File: config.mk
export PLATFORM = sky130hd
export DESIGN_NAME = tfn_sqrt_cell
export DESIGN_NICKNAME = d
export VERILOG_FILES = /design/src/design/tfn_sqrt_cell.sv
export SDC_FILE = /design/constraint.sdc
export NUM_CORES = 1
export LEC_CHECK = 0
export BUFFER_PORTS_ARGS = -buffer_cell sky130_fd_sc_hd__buf_2
export CELL_PAD_IN_SITES_DETAIL_PLACEMENT = 1
export CELL_PAD_IN_SITES_GLOBAL_PLACEMENT = 2
export CORE_UTILIZATION = 31
export CTS_CLUSTER_SIZE = 10
export DETAILED_ROUTE_END_ITERATION = 16
export GPL_TIMING_DRIVEN = 0
export HOLD_SLACK_MARGIN = 0.15
export PLACE_DENSITY_LB_ADDON = 0.12
export SLEW_MARGIN = 30
export SYNTH_ARGS = -nofsm -noshare
export SYNTH_HDL_FRONTEND = slang
export SYNTH_SLANG_ARGS = --single-unit
File: constraint.sdc
create_clock -name clk_i -period 1 [get_ports clk_i]
set_clock_uncertainty 0.1 [all_clocks]
set_input_delay 0.2 -clock clk_i [delete_from_list [all_inputs] [get_ports clk_i]]
set_output_delay 0.2 -clock clk_i [all_outputs]
set_load 0.03 [all_outputs]
File: src/design/tfn_sqrt_cell.sv
// One square root chain cell: resolves one root bit per cycle while enabled.
// Depends on nothing besides its parameters.
module tfn_sqrt_cell #(
  parameter int unsigned SW  = 68,
  parameter int unsigned RW  = 34,
  parameter int unsigned BIT = 0,
  parameter int unsigned DW  = 8
) (
  input  logic          clk_i,
  input  logic          rst_ni,
  input  logic          en_i,
  input  logic          valid_i,
  input  logic [SW-1:0] rem_i,
  input  logic [RW-1:0] root_i,
  input  logic [DW-1:0] data_i,
  output logic          valid_o,
  output logic [SW-1:0] rem_o,
  output logic [RW-1:0] root_o,
  output logic [DW-1:0] data_o
);

  logic          valid_q;
  logic [SW-1:0] rem_q, rem_d, trial;
  logic [RW-1:0] root_q, root_d;
  logic [DW-1:0] data_q;

  // trial subtrahend (2*root + 2^BIT) * 2^BIT; root has no bits at or below BIT
  assign trial = (SW'(root_i) << (BIT + 1)) | (SW'(1) << (2 * BIT));

  always_comb begin
    rem_d  = rem_i;
    root_d = root_i;
    if (rem_i >= trial) begin
      rem_d  = rem_i - trial;
      root_d = root_i | (RW'(1) << BIT);
    end
  end

  // advance valid with the pipeline
  always_ff @(posedge clk_i or negedge rst_ni) begin
    if (!rst_ni) begin
      valid_q <= 1'b0;
    end else if (en_i) begin
      valid_q <= valid_i;
    end
  end

  always_ff @(posedge clk_i) begin
    if (en_i) begin
      rem_q  <= rem_d;
      root_q <= root_d;
      data_q <= data_i;
    end
  end

  assign valid_o = valid_q;
  assign rem_o   = rem_q;
  assign root_o  = root_q;
  assign data_o  = data_q;

endmodule

==> flow_summary.toml, run 1 <==
[run_status]
status = "finished with violations"
violations = "negative setup slack"

[logic_synthesis]
ys_seq_elements = 111
synth_area_leaders = "edfxtp_1 (49%), ha_1 (6.5%), xor2_1 (5.3%), o21ai_0 (4.1%), nand2_1 (4.1%)"
syn_area_per_cell_um2 = 10.24
syn_area_um2 = 6750
ys_seq_area_share_pct = 49.30
async_reset_ff_share_pct = 0.9009
yosysWarningCount = 0
synth_top_cell_by_area = "edfxtp_1"
synth_cell_types = 60
mappedNetlistNets = 809
syn_inst = 659
synthFlopType = "edfxtp_1"
yosys.area.top_type_share_pct = 48.93
synth_edf_count = 110

[clock_tree]
tritoncts = "built"
root_buffer = "clkbuf_16"
cts_sinks = 111
clk_pin_slew_ns = 0.08
ctsHtreeMaxLevel = 3
clk_latency_ns = 0.36
hold_buffers = 80
clock_path_buffers = 2
cts_buffers = 9

[routing]
wire_per_inst_um = 19.52
dr.pass1.iters = 4
drtIter0Drc = 236
num_vias = 6751
wl_met1_um = 10730
ant_nets = 0
dr_wl_met2_um = 13540
top_layer = "met5"
dr_wl_met3_um = 1066
wl_um = 26000
drc = 0
viasPerCell = 5.068

[setup_path]
crit_required_ns = 1.02
path_class = "input pin to flop"
reg2reg_depth = 1
r2r_start = "valid_o$_DFFE_PN0P_"
cp.arrival_ns = 2.88
crit_end = "rem_o[41]$_DFFE_PP_"
crit_fanout = 5
worstReg2RegEnd = "valid_o$_DFFE_PN0P_"
rrSetupSlack_ns = 0.14
critPathCaptureType = "flop"
worstSetupStartpointType = "input pin"
crit_start = "root_i[33]"

[global_routing]
grt_pass1_wl_um = 38810
grt_overflow = 0
grtUsageTotal_pct = 22.63
grt_antenna_before_repair = 2
first_global_vias = 7362
grt_max_degree = 64

[power_and_ir_drop]
powerDensity_nw_per_um2 = 1254
p_leak_nw = 4.925
vdd_drop_max_uv = 825.6
power_mw = 15.45

[floorplan]
die_h_um = 149.6
core.rowCount = 53
die_w_um = 149.6
die_area_um2 = 22370
io_pins = 225
core_um2 = 21150
start_util_pct = 31.91

[placed_design]
port_buffers = 223
dp_cells = 1158
hpwl_um = 16870
gp_congestion = 0.8328

[timing]
whs_ns = 0.05320
fmax_mhz = 349.0
slew_violations = 0
worstMarginPinSlew_ns = 0.5567
slew_headroom_pct = 62.55
hold_violations = 0
rsz0062_at_grt = "yes"
finalCritPeriodShare_pct = 286.5
min_period_ns = 2.865
final-setup-viol-count = 180
worst_slack_ns = -1.865

[min_path]
min_from = "rem_i[61]"
hp-class = "input pin to flop"

[layout]
fillerInstances = 2228
finalNetCount = 1202
syn_to_final_growth_pct = 82.47
drive_gt1_share_pct = 49.01
diodes = 0
fin_cells = 1332

[job]
drv_cap = 0
## final cells by class
type	count	area, um^2	share of cell area [%]
buffer	13	201.4	1.636
clock buffer	11	242.7	1.971
clock inverter	5	41.29	0.3352
inverter	44	205.2	1.666
multi-input combinational	478	4207	34.15
sequential	111	3328	27.02
tap	275	344.1	2.794
timing repair buffer	395	3747	30.42
## Yosys cell counts (all sizes together) (2+ instances only)
cell,count
clkbuf,16
a31o,2
xnor2,21
nor4,19
nand2b,4
edfxtp,110
o21bai,4
o211ai,6
nand2,73
o21ai,55
nor3b,4
o21a,3
and2,4
nor3,23
a21o,13
nor2b,3
mux2i,2
a211oi,4
a31oi,9
a2111o,2
xor2,41
nor2,39
a211o,3
buf,10
mux2,2
a21oi,37
ha,35
nand3,10
and3,5
inv,44
a21boi,4
or3,10
or4,7
or2,2
nand4,14
## metal layers
| metal | global-route usage (%) | up-vias |
|---|---|---|
| li1 | - | 3210 |
| met1 | 26.92 | 3310 |
| met2 | 41.04 | 185 |
| met3 | 3.598 | 42 |
| met4 | 7.602 | 4 |
| met5 | 0 | - |
## worst min path at each step
stage                     cells after the start                  end
final                                         2  rem_o[61]$_DFFE_PP_
after global routing                          2  rem_o[61]$_DFFE_PP_
after CTS                                     2  rem_o[61]$_DFFE_PP_
after detailed placement                      1  valid_o$_DFFE_PN0P_
after global placement                        1  valid_o$_DFFE_PN0P_
after floorplan                               0  valid_o$_DFFE_PN0P_
## layout by cell type (no fill, tap or decap), drive strengths merged, types with 3 or more instances in the layout
master / n
a21o: 13
nor4: 19
inv: 46
nand2b: 4
ha: 35
nor2b: 3
o21bai: 4
xor2: 41
clkbuf: 22
dlygate4sd3: 80
or4: 7
a31oi: 9
nor3: 23
xnor2: 21
a21oi: 37
o21a: 3
a211o: 3
nor2: 39
nand3: 10
or3: 10
a211oi: 4
o211ai: 6
edfxtp: 110
and2: 4
nand2: 73
nor3b: 4
nand4: 14
a21boi: 4
and3: 5
o21ai: 55
buf: 317
## kinds of logic (layout without fill, tap and decap cells)
family | Yosys count | after routing | synth area share (%)
adder cells (fa/ha/maj) | 36 | 36 | 6.784
buffers and inverters | 70 | 468 | 4.245
XOR/XNOR | 62 | 62 | 8.044
AO/OA/AOI/OAI | 153 | 153 | 13.90
flip-flops | 111 | 111 | 49.30
AND/OR/NAND/NOR | 223 | 223 | 17.09
multiplexers | 4 | 4 | 0.6302
## report_power, final
group          internal (mW)  total, mW  switching [mW]
logic                   2.72       5.80            3.08
clock network           1.79       3.66            1.87
registers               5.74       5.99           0.247
## flip-flops by register name, summed over array words and instances, names as in the netlist
signal,count
rem_o,68
valid_o,1
data_o,8
root_o,34
## through the flow
| step | worst slack (ns) | util (%) | TNS, ns | instance area [um^2] |
|---|---|---|---|---|
| floorplan | -1.805 | - | -115.21 | 7074 |
| global placement | -2.527 | 40.34 | -334.09 | 8534 |
| detailed placement | -2.534 | 40.50 | -192.78 | 8568 |
| CTS | -1.696 | 55.96 | -135.46 | 11840 |
| global route | -1.889 | 58.22 | -146.64 | 12320 |
| finish | -1.865 | 58.22 | -140.14 | 12320 |
## critical path, cell delays in order
cell,delay [ns]
buf_8,0.08
inv_4,0.03
ha_4,0.27
nand4b_1,0.14
buf_6,0.16
nor4_4,0.35
a21boi_2,0.21
o41a_1,0.26
nor4_4,0.10
buf_4,0.15
or4_4,0.62
nor3b_2,0.23
xor2_1,0.08
## repair_timing
item,in CTS,in global routing
endpoints found under the setup margin,243,229
buffers inserted,70,19
gates cloned,3,3
hold endpoints to repair,109,63
pin swaps,62,29
gates resized for setup,444,95
Power figures use the tool's default switching activity.
==> inputs of run 2 (changes only) <==
--- a/config.mk
+++ b/config.mk
@@ -13,7 +13,7 @@
 export DETAILED_ROUTE_END_ITERATION = 16
 export GPL_TIMING_DRIVEN = 0
 export HOLD_SLACK_MARGIN = 0.15
-export PLACE_DENSITY_LB_ADDON = 0.12
+export PLACE_DENSITY_LB_ADDON = 0.1
 export SLEW_MARGIN = 30
 export SYNTH_ARGS = -nofsm -noshare
 export SYNTH_HDL_FRONTEND = slang
==> constraint.sdc (replaced) <==
create_clock -name clk_i -period 1 [get_ports clk_i]
set_clock_uncertainty 0.1 [all_clocks]
set_input_delay 0.15 -clock clk_i [delete_from_list [all_inputs] [get_ports clk_i]]
set_output_delay 0.15 -clock clk_i [all_outputs]
set_load 0.03 [all_outputs]
==> run 2 against run 1 <==
- the run still ends with negative setup slack left
- largest cell class unchanged
- via count down 1.4%
- non-clock buffer count shrank 12
- critical path depth shrank 3
- highest routed layer is now met4
- final cell count is 0.83% lower
==> flow_summary.toml, run 2 (same netlist as run 1, synthesis figures left out) <==
[placed_design]
port_buffers = 223
gp_congestion = 0.7939
post_dp_cell_area_um2 = 8568
hpwl_um = 16820
dp_cells = 1158

[setup_path]
reg2reg_depth = 2
cp_cell_sequence = "buf_2, nor4_1, nand2_1, or4_4, or3_1, nor2_2, nand4_1, buf_4, nor4_4, xor2_1"
crit_start = "rem_i[38]"
slowest_stage = "or4_4"
worstSetupStartpointType = "input pin"
critPathTopFamily = "simple AND/OR/NAND/NOR gates"
critical-path-max-stage-delay_ns = 0.50
crit_required_ns = 1.01
crit_cells = 10
cp.arrival_ns = 2.75
crit_fanout = 5
critPathCaptureType = "flop"
rrSetupSlack_ns = 0
r2r_start = "valid_o$_DFFE_PN0P_"
cp_num_buf_inv = 2
path_class = "input pin to flop"
worstReg2RegEnd = "valid_o$_DFFE_PN0P_"
crit_end = "rem_o[66]$_DFFE_PP_"

[routing]
wl_um = 25750
ant_nets = 0
viasPerCell = 5.038
wire_per_inst_um = 19.49
dr.pass1.iters = 4
drtIter0Drc = 187
drc = 0
num_vias = 6655

[layout]
syn_to_final_growth_pct = 77.67
finalNetCount = 1190
mostFrequentLayoutCells = "buf_6 (133), edfxtp_1 (110), dlygate4sd3_1 (96)"
largest_register_ffs = 68
fin_cells = 1321
mostFrequentLayoutCell = "buf_6"
design_area_um2 = 11990
fillerInstances = 2247
drive_gt1_share_pct = 45.17

[timing]
final-setup-viol-count = 181
whs_ns = 0.03830
slew_headroom_pct = 59.50
slew_violations = 0
worstMarginPinSlew_ns = 0.6025
finalCritPeriodShare_pct = 273.6
hold_violations = 0
rsz0062_at_grt = "yes"
worst_slack_ns = -1.736
fmax_mhz = 365.5
min_period_ns = 2.736
fin_tns_setup_ns = -128.57

[clock_tree]
cts_buffers = 9
root_buffer = "clkbuf_16"
cts_sinks = 111
clk_pin_slew_ns = 0.09
clock_path_buffers = 2
ctsHtreeMaxLevel = 3
tritoncts = "built"
clk_latency_ns = 0.36

[job]
drv_cap = 0

[global_routing]
grt_pass1_wl_um = 39460
first_global_vias = 7240
grt_antenna_before_repair = 1
grtUsageTotal_pct = 23.03
grt_max_degree = 48
grt_overflow = 0

[floorplan]
core_um2 = 21150
start_util_pct = 31.91
die_w_um = 149.6
io_pins = 225
core.rowCount = 53
die_area_um2 = 22370
die_h_um = 149.6

[power_and_ir_drop]
powerDensity_nw_per_um2 = 1267
power_mw = 15.20
p_leak_nw = 4.869
vdd_drop_max_uv = 771.6

[run_status]
status = "finished with violations"
violations = "negative setup slack"

[min_path]
hp-class = "input pin to flop"
run 2: cell count changes in the layout (fill, tap and decap cells not counted), moves of 7 or more:
cell,change
buf_4,-19
dlygate4sd3_1,+16
o21ai_1,+13
buf_6,-12
o21ai_2,-11
buf_2,+9
buf_8,-8
nand2_4,+8
ha_1,+7
run 2: worst min path at each step:
stage	from	end	slack, ns	cells past startpoint
finish	rem_i[28]	rem_o[28]$_DFFE_PP_	0.04	3
global route	rem_i[28]	rem_o[28]$_DFFE_PP_	0.04	3
floorplan	rst_ni	valid_o$_DFFE_PN0P_	-0.25	0
global placement	rst_ni	valid_o$_DFFE_PN0P_	-0.17	1
detailed placement	rst_ni	valid_o$_DFFE_PN0P_	-0.17	1
CTS	rem_i[28]	rem_o[28]$_DFFE_PP_	0.04	3
run 2: layout make-up:
cell class | count | area, um^2 | area share, %
Clock buffer | 11 | 232.7 | 1.941
Antenna cell | 1 | 2.502 | 0.02087
Inverter | 44 | 195.2 | 1.628
Buffer | 18 | 262.8 | 2.191
Sequential cell | 111 | 3328 | 27.75
Timing Repair Buffer | 378 | 3496 | 29.15
Clock inverter | 5 | 41.29 | 0.3443
Multi-Input combinational cell | 478 | 4090 | 34.11
Tap cell | 275 | 344.1 | 2.869
run 2: power by group:
| group | switching (mW) | leakage, nW | internal, mW |
|---|---|---|---|
| clock | 1.85 | 0.127 | 1.72 |
| combinational | 3.01 | 3.65 | 2.62 |
| sequential | 0.258 | 1.09 | 5.74 |
| total | 5.12 | 4.87 | 10.1 |
run 2: worst min-delay path, stage by stage:
cell,delay (ns)
buf_2,0.11
a21oi_1,0.07
nand2_1,0.06
run 2: per-layer routing:
metal / global-route usage (%) / vias to the layer above / share of wire (%)
met4: 6.735 / 0 / 1.4
met5: 0 / - / 0
met1: 27.66 / 3266 / 41
met3: 4.085 / 25 / 4.0
met2: 41.57 / 175 / 53
li1: - / 3189 / -
run 2: per-stage QoR:
stage / setup WS, ns / util, %
after CTS: -1.674 / 55.08
after global routing: -1.932 / 56.69
after floorplan: -1.755 / -
after global placement: -2.468 / 40.34
after detailed placement: -2.440 / 40.50
final: -1.736 / 56.69
run 2: what timing repair did:
item                       4_1_cts  5_1_grt
pin swaps                       48       38
hold buffers                    95        1
cloned                           4        0
hold endpoints to repair       156       61
setup endpoints to repair      202      197
gates resized for setup        407       70
setup buffers                   41       17
